$ cat src/design/arip_pkg.sv
// Shared types and character constants for the ASCII radix integer parser.
package arip_pkg;

   localparam logic [7:0] CH_NUL   = 8'h00;
   localparam logic [7:0] CH_TAB   = 8'h09;
   localparam logic [7:0] CH_SPACE = 8'h20;
   localparam logic [7:0] CH_PLUS  = 8'h2B;
   localparam logic [7:0] CH_MINUS = 8'h2D;
   localparam logic [7:0] CH_0     = 8'h30;
   localparam logic [7:0] CH_9     = 8'h39;
   localparam logic [7:0] CH_UA    = 8'h41;
   localparam logic [7:0] CH_UF    = 8'h46;
   localparam logic [7:0] CH_LA    = 8'h61;
   localparam logic [7:0] CH_LF    = 8'h66;

   localparam int unsigned RADIX_W     = 5;
   localparam int unsigned CSR_IDX_W   = 1;
   localparam int unsigned CSR_DATA_W  = 5;
   localparam int unsigned VALUE_W     = 64;
   localparam int unsigned OFFSET_W    = 9;
   localparam int unsigned QUEUE_DEPTH = 2;

   localparam logic [CSR_IDX_W-1:0] CSR_RADIX     = 1'b0;
   localparam logic [CSR_IDX_W-1:0] CSR_WIDE_MODE = 1'b1;

   localparam logic [RADIX_W-1:0] RADIX_RESET     = 5'd10;
   localparam logic               WIDE_MODE_RESET = 1'b1;

   // Weight given to a character that is not a digit.
   localparam logic [4:0] DIGIT_NONE = 5'd16;

   typedef struct packed {
      logic [7:0] ch;
      logic       last;
   } req_type;

   typedef struct packed {
      logic [VALUE_W-1:0]  value;
      logic [OFFSET_W-1:0] stop_offset;
   } rsp_type;

   // Character class of one word, as seen by the back end.
   typedef struct packed {
      logic [4:0] digit;
      logic       is_nul;
      logic       is_space;
      logic       is_minus;
      logic       is_plus;
      logic       is_zero;
      logic       last;
   } cls_type;

endpackage

$ cat src/design/arip_front.sv
// Front end: accepts input words and classifies each character.
module arip_front
   import arip_pkg::*;
(
   input  logic    req_valid,
   output logic    req_ready,
   input  req_type req_data,
   input  logic    q_full,
   output logic    q_push,
   output cls_type q_data
);

   logic [7:0] ch;

   assign ch        = req_data.ch;
   assign req_ready = !q_full;
   assign q_push    = req_valid && !q_full;

   always_comb begin
      q_data          = '0;
      q_data.last     = req_data.last;
      q_data.is_nul   = (ch == CH_NUL);
      q_data.is_space = (ch == CH_SPACE) || (ch == CH_TAB);
      q_data.is_minus = (ch == CH_MINUS);
      q_data.is_plus  = (ch == CH_PLUS);
      q_data.is_zero  = (ch == CH_0);
      q_data.digit    = DIGIT_NONE;
      if (ch inside {[CH_0:CH_9]}) begin
         q_data.digit = 5'(ch - CH_0);
      end else if (ch inside {[CH_UA:CH_UF]}) begin
         q_data.digit = 5'(ch - CH_UA + 8'd10);
      end else if (ch inside {[CH_LA:CH_LF]}) begin
         q_data.digit = 5'(ch - CH_LA + 8'd10);
      end
   end

endmodule

$ cat src/design/arip_queue.sv
// Short queue of classified words between front and back end.
module arip_queue
   import arip_pkg::*;
(
   input  logic    clock,
   input  logic    reset,
   input  logic    push,
   input  cls_type push_data,
   output logic    full,
   input  logic    pop,
   output logic    q_valid,
   output cls_type q_data
);

   localparam int unsigned PTR_W = $clog2(QUEUE_DEPTH);
   localparam int unsigned CNT_W = $clog2(QUEUE_DEPTH + 1);

   cls_type            mem_ff [QUEUE_DEPTH];
   logic [PTR_W-1:0]   wr_ptr_ff, wr_ptr_in;
   logic [PTR_W-1:0]   rd_ptr_ff, rd_ptr_in;
   logic [CNT_W-1:0]   count_ff, count_in;
   logic               do_pop;

   assign full    = (count_ff == CNT_W'(QUEUE_DEPTH));
   assign q_valid = (count_ff != '0);
   assign q_data  = mem_ff[rd_ptr_ff];
   assign do_pop  = pop && q_valid;

   function automatic logic [PTR_W-1:0] next_ptr(input logic [PTR_W-1:0] p);
      if (p == PTR_W'(QUEUE_DEPTH - 1)) begin
         return '0;
      end
      return p + 1'b1;
   endfunction

   always_comb begin
      wr_ptr_in = push ? next_ptr(wr_ptr_ff) : wr_ptr_ff;
      rd_ptr_in = do_pop ? next_ptr(rd_ptr_ff) : rd_ptr_ff;
      count_in  = count_ff + CNT_W'(push) - CNT_W'(do_pop);
   end

   always_ff @(posedge clock) begin
      if (reset) begin
         wr_ptr_ff <= '0;
         rd_ptr_ff <= '0;
         count_ff  <= '0;
      end else begin
         wr_ptr_ff <= wr_ptr_in;
         rd_ptr_ff <= rd_ptr_in;
         count_ff  <= count_in;
      end
   end

   always_ff @(posedge clock) begin
      if (push) begin
         mem_ff[wr_ptr_ff] <= push_data;
      end
   end

endmodule

$ cat src/design/arip_back.sv
// Back end: parse state machine, radix multiply-add and result register.
module arip_back
   import arip_pkg::*;
#(
   parameter int unsigned MAX_LEN = 256
) (
   input  logic               clock,
   input  logic               reset,
   input  logic               q_valid,
   input  cls_type            q_data,
   output logic               q_pop,
   input  logic [RADIX_W-1:0] radix,
   input  logic               wide_mode,
   output logic               rsp_valid,
   input  logic               rsp_ready,
   output rsp_type            rsp_data
);

   localparam int unsigned POS_W = $clog2(MAX_LEN + 1);

   localparam logic [2:0] PH_WS     = 3'd0;
   localparam logic [2:0] PH_SIGN   = 3'd1;
   localparam logic [2:0] PH_ZEROS  = 3'd2;
   localparam logic [2:0] PH_DIGITS = 3'd3;
   localparam logic [2:0] PH_STOP   = 3'd4;

   logic [2:0]         phase_ff, phase_in;
   logic [VALUE_W-1:0] acc_ff, acc_in;
   logic               neg_ff, neg_in;
   logic [POS_W-1:0]   pos_ff, pos_in;
   logic [POS_W-1:0]   stop_ff, stop_in;
   logic               rsp_valid_ff, rsp_valid_in;
   rsp_type            rsp_ff, rsp_in;

   logic [VALUE_W+RADIX_W-1:0] prod;
   logic [VALUE_W-1:0]         value;
   logic [POS_W-1:0]           off;
   logic [POS_W+OFFSET_W-1:0]  off_ext;
   logic                       consumed;
   logic                       digit_ok;

   // a word with last waits only while an unread result is held
   assign q_pop     = q_valid && (!q_data.last || !rsp_valid_ff || rsp_ready);
   assign rsp_valid = rsp_valid_ff;
   assign rsp_data  = rsp_ff;

   assign prod     = acc_ff * radix;
   // a non-digit weighs 16, so a radix above 16 takes it as well; NUL always stops
   assign digit_ok = !q_data.is_nul && (q_data.digit < radix);

   always_comb begin
      phase_in = phase_ff;
      acc_in   = acc_ff;
      neg_in   = neg_ff;
      pos_in   = pos_ff;
      stop_in  = stop_ff;
      consumed = 1'b0;

      if (pos_ff >= POS_W'(MAX_LEN)) begin
         // string longer than MAX_LEN: the rest is not examined
         if (phase_ff != PH_STOP) begin
            stop_in  = POS_W'(MAX_LEN);
            phase_in = PH_STOP;
         end
      end else begin
         pos_in = pos_ff + 1'b1;
         if (phase_ff != PH_STOP) begin
            if (phase_in == PH_WS) begin
               if (q_data.is_space) begin
                  consumed = 1'b1;
               end else begin
                  phase_in = PH_SIGN;
               end
            end
            if (!consumed && phase_in == PH_SIGN) begin
               phase_in = PH_ZEROS;
               if (q_data.is_minus) begin
                  neg_in   = 1'b1;
                  consumed = 1'b1;
               end else if (q_data.is_plus) begin
                  consumed = 1'b1;
               end
            end
            if (!consumed && phase_in == PH_ZEROS) begin
               if (q_data.is_zero) begin
                  consumed = 1'b1;
               end else begin
                  phase_in = PH_DIGITS;
               end
            end
            if (!consumed) begin
               if (digit_ok) begin
                  acc_in = prod[VALUE_W-1:0] + VALUE_W'(q_data.digit);
               end else begin
                  stop_in  = pos_ff;
                  phase_in = PH_STOP;
               end
            end
         end
      end

      value = neg_in ? (VALUE_W'(0) - acc_in) : acc_in;
      if (!wide_mode) begin
         value[VALUE_W-1:32] = '0;
      end
      off     = (phase_in == PH_STOP) ? stop_in : pos_in;
      off_ext = {{OFFSET_W{1'b0}}, off};

      rsp_valid_in = rsp_valid_ff && !rsp_ready;
      rsp_in       = rsp_ff;
      if (q_pop && q_data.last) begin
         rsp_valid_in       = 1'b1;
         rsp_in.value       = value;
         rsp_in.stop_offset = off_ext[OFFSET_W-1:0];
         // next string starts fresh
         phase_in = PH_WS;
         acc_in   = '0;
         neg_in   = 1'b0;
         pos_in   = '0;
         stop_in  = '0;
      end
   end

   always_ff @(posedge clock) begin
      if (reset) begin
         phase_ff     <= PH_WS;
         acc_ff       <= '0;
         neg_ff       <= 1'b0;
         pos_ff       <= '0;
         stop_ff      <= '0;
         rsp_valid_ff <= 1'b0;
      end else begin
         rsp_valid_ff <= rsp_valid_in;
         if (q_pop) begin
            phase_ff <= phase_in;
            acc_ff   <= acc_in;
            neg_ff   <= neg_in;
            pos_ff   <= pos_in;
            stop_ff  <= stop_in;
         end
      end
   end

   always_ff @(posedge clock) begin
      rsp_ff <= rsp_in;
   end

endmodule

$ cat src/design/ascii_radix_integer_parser.sv
// Top level of the ASCII radix integer parser.
// Usage:
//   req_*  : one character word per transfer (ch, last). Leading spaces and
//            tabs, an optional sign and leading zeros are skipped, then digits
//            in the current radix are accumulated until a non-digit or NUL.
//   rsp_*  : one result word per string, sent for the word marked last:
//            value (two's complement, 32- or 64-bit wrap) and stop_offset.
//   csr_*  : write-only registers, index 0 radix, index 1 wide_mode; write
//            only while no string is in flight.
// Throughput: one character word per cycle, unless a held result stalls a
//   last word. The limit is the back end's 64 x 5 bit multiply-add, whose
//   accumulator feeds the next character. A last word is written into the
//   queue, and its result is then held in the result register.
// Reset: radix 10, 64-bit mode, parse state and queue cleared.
// Stall: while rsp_ready is low the result is held; non-last words keep
//   flowing, a further last word waits in the two-word queue, and req_ready
//   drops only when that queue is full.
module ascii_radix_integer_parser
   import arip_pkg::*;
#(
   parameter int unsigned MAX_LEN = 256
) (
   input  logic                  clock,
   input  logic                  reset,
   input  logic                  req_valid,
   output logic                  req_ready,
   input  req_type               req_data,
   output logic                  rsp_valid,
   input  logic                  rsp_ready,
   output rsp_type               rsp_data,
   input  logic                  csr_we,
   input  logic [CSR_IDX_W-1:0]  csr_idx,
   input  logic [CSR_DATA_W-1:0] csr_wdata
);

   logic [RADIX_W-1:0] radix_ff;
   logic               wide_mode_ff;

   logic    q_full;
   logic    q_push;
   cls_type q_push_data;
   logic    q_pop;
   logic    q_valid;
   cls_type q_data;

   // configuration registers
   always_ff @(posedge clock) begin
      if (reset) begin
         radix_ff     <= RADIX_RESET;
         wide_mode_ff <= WIDE_MODE_RESET;
      end else if (csr_we) begin
         case (csr_idx)
            CSR_RADIX:     radix_ff     <= csr_wdata[RADIX_W-1:0];
            CSR_WIDE_MODE: wide_mode_ff <= csr_wdata[0];
            default: ;
         endcase
      end
   end

   // classify incoming characters
   arip_front u_front (
      .req_valid (req_valid),
      .req_ready (req_ready),
      .req_data  (req_data),
      .q_full    (q_full),
      .q_push    (q_push),
      .q_data    (q_push_data)
   );

   // decouples acceptance from the parse loop
   arip_queue u_queue (
      .clock     (clock),
      .reset     (reset),
      .push      (q_push),
      .push_data (q_push_data),
      .full      (q_full),
      .pop       (q_pop),
      .q_valid   (q_valid),
      .q_data    (q_data)
   );

   // parse state, accumulate, result register
   arip_back #(
      .MAX_LEN (MAX_LEN)
   ) u_back (
      .clock     (clock),
      .reset     (reset),
      .q_valid   (q_valid),
      .q_data    (q_data),
      .q_pop     (q_pop),
      .radix     (radix_ff),
      .wide_mode (wide_mode_ff),
      .rsp_valid (rsp_valid),
      .rsp_ready (rsp_ready),
      .rsp_data  (rsp_data)
   );

endmodule
$ cat config.mk
export PLATFORM = sky130hd
export DESIGN_NAME = ascii_radix_integer_parser
export DESIGN_NICKNAME = d
export VERILOG_FILES = /design/src/design/arip_pkg.sv /design/src/design/arip_front.sv /design/src/design/arip_queue.sv /design/src/design/arip_back.sv /design/src/design/ascii_radix_integer_parser.sv
export SDC_FILE = /design/constraint.sdc
export NUM_CORES = 1
export LEC_CHECK = 0
export ABC_AREA = 1
export ABC_CLOCK_PERIOD_IN_PS = 11300
export BUFFER_PORTS_ARGS = -buffer_cell sky130_fd_sc_hd__buf_2
export CORE_MARGIN = 8
export CORE_UTILIZATION = 25
export CTS_CLUSTER_SIZE = 8
export DETAILED_ROUTE_END_ITERATION = 8
export SETUP_SLACK_MARGIN = 0.4
export SYNTH_ARGS = -nofsm -noshare
export SYNTH_HDL_FRONTEND = slang
export SYNTH_HIERARCHICAL = 1
export SYNTH_SLANG_ARGS = --single-unit
$ cat constraint.sdc
create_clock -name clock -period 11.3 [get_ports clock]
set_clock_uncertainty 0.1 [all_clocks]
set_input_delay 1.695 -clock clock [delete_from_list [all_inputs] [get_ports clock]]
set_output_delay 1.695 -clock clock [all_outputs]
set_load 0.02 [all_outputs]
[After elaboration in Yosys (flattened, before gate mapping)]
Memory sizes are Yosys's and may differ from the RTL's. A register that Yosys moved wholly into a read port is not among the register bits.
Index checks and enable logic that the tools add are counted.
Cells by class
  add/sub/neg operators: 12
  multipliers: 1
  $lt $le $gt $ge: 8
  eq/ne operators: 10
  mux-type cells: 62
  bitwise gates (word level): 1
  reduce and logical (&&, ||, !) cells: 26
Operator list (number)
  $mux 64: 6
  $mux 9: 9
  $add 64x5->64: 1
  $mul 64x5->64: 1
  $sub 1x64->64 const A: 1
  $mux 3: 15
  $eq 8x6->1 const B: 4
  $mux 1: 29
  $ge 8x7->1 const B: 2
  $le 8x7->1 const B: 2
  $mux 5: 3
  $logic_and 1x1->1: 11
  $add 5x4->5 const B: 2
  $sub 5x1->5 const B: 2
  $add 9x1->9 const B: 1
  $ge 9x9->1 const B: 1
  $eq 8x4->1 const B: 1
  $ge 8x6->1 const B: 1
  $le 8x6->1 const B: 1
  $logic_not 8->1: 1
  $logic_not 1->1: 7
  $lt 5x5->1: 1
  $sub 5x5->5 const B: 1
  $reduce_and 2->1: 2
  12 further kinds: 15
Storage, ports and cells
  bits in registers: 170
  memory bits (writable): 22
  input bits: 20
  output and inout bits: 75
  word-level logic and storage cells: 135
  memories kept: 1
Memories
  u_queue.mem_ff: depth 2, width 11, read ports 1, clocked after Yosys merged registers in 1, write ports 1, RTL line arip_queue.sv:18  | cls_type mem_ff [QUEUE_DEPTH];

[Depth between registers and ports, before layout]
  depth in word-level cells: 19
  depth in mapped cells: 34
  depth with buffers taken out: 33

[By module]
Netlist, hierarchy kept.
Modules (own cells, without submodules)
  arip_back: times used 1, cells an instance 3742, area an instance 22824.4 sq um, sequential area each 3933.8 sq um
  arip_queue: times used 1, cells an instance 70, area an instance 1072.3 sq um, sequential area each 760.7 sq um
  arip_front: times used 1, cells an instance 50, area an instance 270.3 sq um, sequential area each 0.0 sq um
  ascii_radix_integer_parser: times used 1, cells an instance 37, area an instance 257.7 sq um, sequential area each 120.1 sq um

[Least setup slack after synthesis]
No wires, ideal clock.
  kind: flip-flop to flip-flop
  from: register radix_ff[2]
  to: register u_back.rsp_ff, in the netlist u_back/rsp_data[71], data pin
  setup time: 0.255 ns
  arrival: 4.633 ns
  data required time: 10.945 ns
  setup slack: 6.313 ns
  stages on the path, launching flop included: 30
  path buffers: 2
  period minus slack after synthesis: 4.987 ns
  cells stage by stage: dfxtp_1 > clkbuf_1 > clkbuf_1 > nand2_1 > inv_1 > fa_1 > fa_1 > inv_1 > fa_1 > inv_1 > ha_1 > nand2_1 > nor2_1 > nand2_1 > nor2_1 > nand2_1 > nand3_1 > nand2_1 > nand3_1 > o21ai_0 > nor2_1 > nand2_1 > nor2_1 > nand2_1 > nor2_2 > nand3_1 > nand2_1 > nand3_1 > nand2_1 > nor2_1
On the way
  word-level cells in the longest chain between the ends: 8
  elaborated cells on any way between the ends: 10
  classes of those cells: add/sub (2); mul (1); order compare (1); mux (5); reduce/logical (1)
Ends and longest elaborated chain
  start, declared: RTL line ascii_radix_integer_parser.sv:36  | logic [RADIX_W-1:0] radix_ff;
  start signal, assigned: RTL line ascii_radix_integer_parser.sv:53  | CSR_RADIX: radix_ff <= csr_wdata[RADIX_W-1:0];
  $mul 64x5->64 / $lt 5x5->1 (equally long branches): RTL line arip_back.sv:47, arip_back.sv:49
  $add 64x5->64 / $logic_and 1x1->1 (equally long branches): RTL line arip_back.sv:93, arip_back.sv:49
  $mux 64 *: RTL line arip_back.sv:92  | if (digit_ok) begin
  $mux 64 *: RTL line arip_back.sv:91  | if (!consumed) begin
  $mux 64 *: RTL line arip_back.sv:67  | if (phase_ff != PH_STOP) begin
  $mux 64 *: RTL line arip_back.sv:59  | if (pos_ff >= POS_W'(MAX_LEN)) begin
  $sub 1x64->64: RTL line arip_back.sv:102  | value = neg_in ? (VALUE_W'(0) - acc_in) : acc_in;
  $mux 64 *: RTL line arip_back.sv:102
  end signal, assigned: RTL line arip_back.sv:145  | rsp_ff <= rsp_in;
  end, declared: RTL line arip_back.sv:33  | rsp_type rsp_ff, rsp_in;
Every way passes the cells marked *; elsewhere a longest branch is shown, timed or not.
A chain may end at the register's enable or synchronous reset.

[Worst setup path after layout]
  from: register radix_ff[3]
  to: register u_back.rsp_ff, in the netlist u_back/rsp_data[71], data pin
Same word-level chain as after synthesis.

==> metrics.md <==
| Metric | Value |
|---|---|
| Max frequency | 0.147 GHz |
| WS Path Type | flip-flop to flip-flop |
| Max Slew Vio Count | 0 |
| Synthesized instance count | 3899 |
| Worst min-delay path startpoint | u_back/stop_ff[2] |
| Max clock buf depth | 2 |
| Routed wire per std cell | 15.7 um |
| Final Hold Fails | 0 |
| Vias in the first global route | 22100 |
| Multi-input combinational cell area | 0.0154 mm2 |
| Clk pin slew, worst setup/hold paths | 70 ps |
| Final setup violation count | 0 |
| Primary FF master, synth | dfxtp_1 |
| Final Cell Area | 0.0267 mm2 |
| Pin count of the biggest net entering global routing | 83 |
| N_diodes | 0 |
| Clock Latency Late Sink | 490 ps |
| Maxcap violations | 0 |
| Initial antenna violation count | 1 |
| DRT iter0 DRCs | 1878 |
| Number of gates resized after cts | 0 |
| Hold Crit Depth | 2 |
| Status | complete, no violations |
| Total Wirelength | 81600 um |
| H-tree Lvls | 4 |
| WP data required | 11440 ps |
| Asr flop ratio synth | 0% |
| Min cycle time layout | 6820 ps |
| Die Y | 329 um |
| Placed inst area | 0.0261 mm2 |
| Reg-to-reg endpoint | u_back/rsp_data[71] |
| CTS buffer count | 17 |
| Starting Density | 25.3% |
| Worst setup SP type | flip-flop |
| HPWL after DPL | 66000 um |
| Io pins | 95 |
| Synth cell types | 52 |
| CTS root buf | clkbuf_16 |
| Post-CTS Setup Repair Bufs | 0 |
| DRT Pass-1 Iters | 6 |
| HP Class | flip-flop to flip-flop |
| Crit-path max cell delay | 600 ps |
| FF/Latch Area | 0.00482 mm2 |
| Via count | 23200 |
| Crit-path slowest cell | dfxtp_2 |
| Total gr overflow | 0 |
| Core ar. | 0.0967 mm2 |
| Cell area power density | 108 mW/mm2 |
| Worst vdd ir | 0.178 mV |
| Fin crit share | 60.4% |
| First-pass GRT wire length | 127000 um |
| Setup TNS | 0 ps |
| Placer Congestion | 1.00 |
| Avg Synthesized Cell Area | 6.26 um2 |
| Die area | 0.108 mm2 |
| Synth Register Bits | 193 |
| CP Capture Type | flip-flop |
| CTS sink count | 193 |
| Flop-to-flop setup slack | 4480 ps |
| Mapped cell area | 0.0244 mm2 |
| Die width | 329 um |
| CP Max Fanout | 44 |
| Row count | 114 |
| WHS Endpoint | u_back/stop_ff[2] |
| Layout cell share with drive strength beyond 1 | 5.90% |
| LEAKAGE | 15.9 nW |
| Antenna-violating nets left | 0 |
| Final hold slack | 369 ps |
| RSZ-0062 raised after global routing | false |
| Relative slew slack | 23.0% |
| R2R depth | 28 |
| Worst-Margin Slew | 1150 ps |
| CTS Hold Bufs | 0 |
| Total GRT Usage | 14.9% |
| Worst R2R Start | radix_ff[3] |
| FILL cells | 10900 |
| TritonCTS clock tree | done |
| Ys Warns | 6 |
| Post-route DRC | 0 |
| Post-Syn Nets | 4239 |
| Worst EP arrival | 6970 ps |
| PortBufs | 94 |
| Vias/cell | 4.46 |
| Register area share after synthesis | 19.7% |
| Most Frequent Cell on Critical Path | nand2_1 |
| Post-synth EDFFs | 95 |
| Layout area overhead | 9.29% |
| Final Net Count | 4261 |
critical path: cells and delay by family, from the launching register on:
family / cells / cell delay, ps
and+or+nand+nor: 19 / 3070
adders and majority gates: 4 / 1930
buffers and inverters: 5 / 830
DFF: 1 / 600
worst max-delay path by stage:
stage	from	endpoint	slack, ps	cells after the start
finish	radix_ff[3]	u_back/rsp_data[71]	4480	28
global route	radix_ff[1]	u_back/rsp_data[71]	4120	28
CTS	radix_ff[3]	u_back/rsp_data[71]	4540	28
detailed placement	radix_ff[3]	u_back/rsp_data[71]	4570	28
global placement	radix_ff[1]	u_back/rsp_data[71]	4540	28
floorplan	radix_ff[2]	u_back/rsp_data[71]	6310	29
cell type report:
type / instances / area share, %
Clock buffer: 22 / 1.74
Clock inverter: 10 / 0.384
Inverter: 1005 / 14.1
Multi-Input combinational cell: 2597 / 57.6
Sequential cell: 193 / 18.1
Tap cell: 1276 / 5.98
Timing Repair Buffer: 107 / 2.14
synthesized netlist by cell type, types with 7 or more instances:
cell type     n  share of area (%)
nand2_1    1351                 21
nand3_1     188                3.9
nand3b_1     11               0.34
nand4_1      28               0.72
nor2_1      268                4.1
o21ai_1      23               0.47
buf_2         7               0.14
ha_1        137                7.0
inv_2        15               0.23
inv_1       989                 15
xor2_1       36                1.3
buf_6         9               0.41
nor3_1       20               0.41
nand2_2      17               0.44
nor2_2       14               0.36
mux2_4       10               0.61
nor2_4        7               0.32
a21oi_1     178                3.6
edfxtp_1     95                 12
fa_1        183                 15
dfxtp_1      98                8.0
o21ai_2       7               0.25
o21bai_1      9               0.28
clkbuf_1     73                1.1
o21ai_0      53                1.1
buf_1         9               0.14
xnor2_1      15               0.54
per-layer routing:
layer / part of all wire [%] / global-route usage, %
met1: 46 / 20.3
met2: 45 / 24.5
met3: 6.1 / 1.88
met4: 2.7 / 4.27
met5: 0 / 0
state kept, by name, summed over array words and instances, names as in the netlist, named ones only:
| register | count |
|---|---|
| u_back/stop_ff | 9 |
| u_back/rsp_valid | 1 |
| wide_mode_ff | 1 |
| radix_ff | 5 |
| u_queue/rd_ptr_ff | 1 |
| u_queue/mem_ff | 22 |
| u_back/phase_ff | 3 |
| u_back/neg_ff | 1 |
| u_back/rsp_data | 73 |
| u_queue/wr_ptr_ff | 1 |
| u_back/pos_ff | 9 |
| u_queue/count_ff | 2 |
| u_back/acc_ff | 64 |
report_power, final:
group / internal (mW) / leakage [nW] / switching [mW] / total, mW
Clock: 0.318 / 0.277 / 0.296 / 0.615
Sequential: 0.908 / 1.70 / 0.0765 / 0.984
Combinational: 0.319 / 13.9 / 0.966 / 1.28
through the flow:
step | util [%] | cells | power (mW) | worst slack [ps]
after CTS | 27.6 | 5210 | 2.91 | 4540
after global placement | 27.0 | 5178 | 2.29 | 4540
final | 27.6 | 5210 | 2.88 | 4480
after global routing | 27.6 | 5210 | 3.05 | 4120
after detailed placement | 27.0 | 5178 | 2.28 | 4570
after floorplan | - | 3899 | 1.82 | 6310
logic make-up after synthesis:
family	synth area share, %
xor+xnor	1.83
compound gates	6.18
fa+ha+maj	22.0
buf+inv	17.4
flops	19.7
mux	0.707
simple gates	32.1
placed cells by master, fill, tap and decap left out, drive strengths merged, types with 2 or more instances in the layout:
cell	n
o21bai	9
nand3	192
or2	10
edfxtp	95
nand4	28
nor3	21
dfxtp	98
nand3b	11
clkbuf	22
o22ai	3
mux2	12
nor2	289
xor2	36
o21ai	83
xnor2	15
clkinv	6
a31o	2
ha	137
nor4	2
buf	107
fa	183
inv	1007
nand2	1370
a21oi	178
and2	5
(Power assumes the default switching activity.)
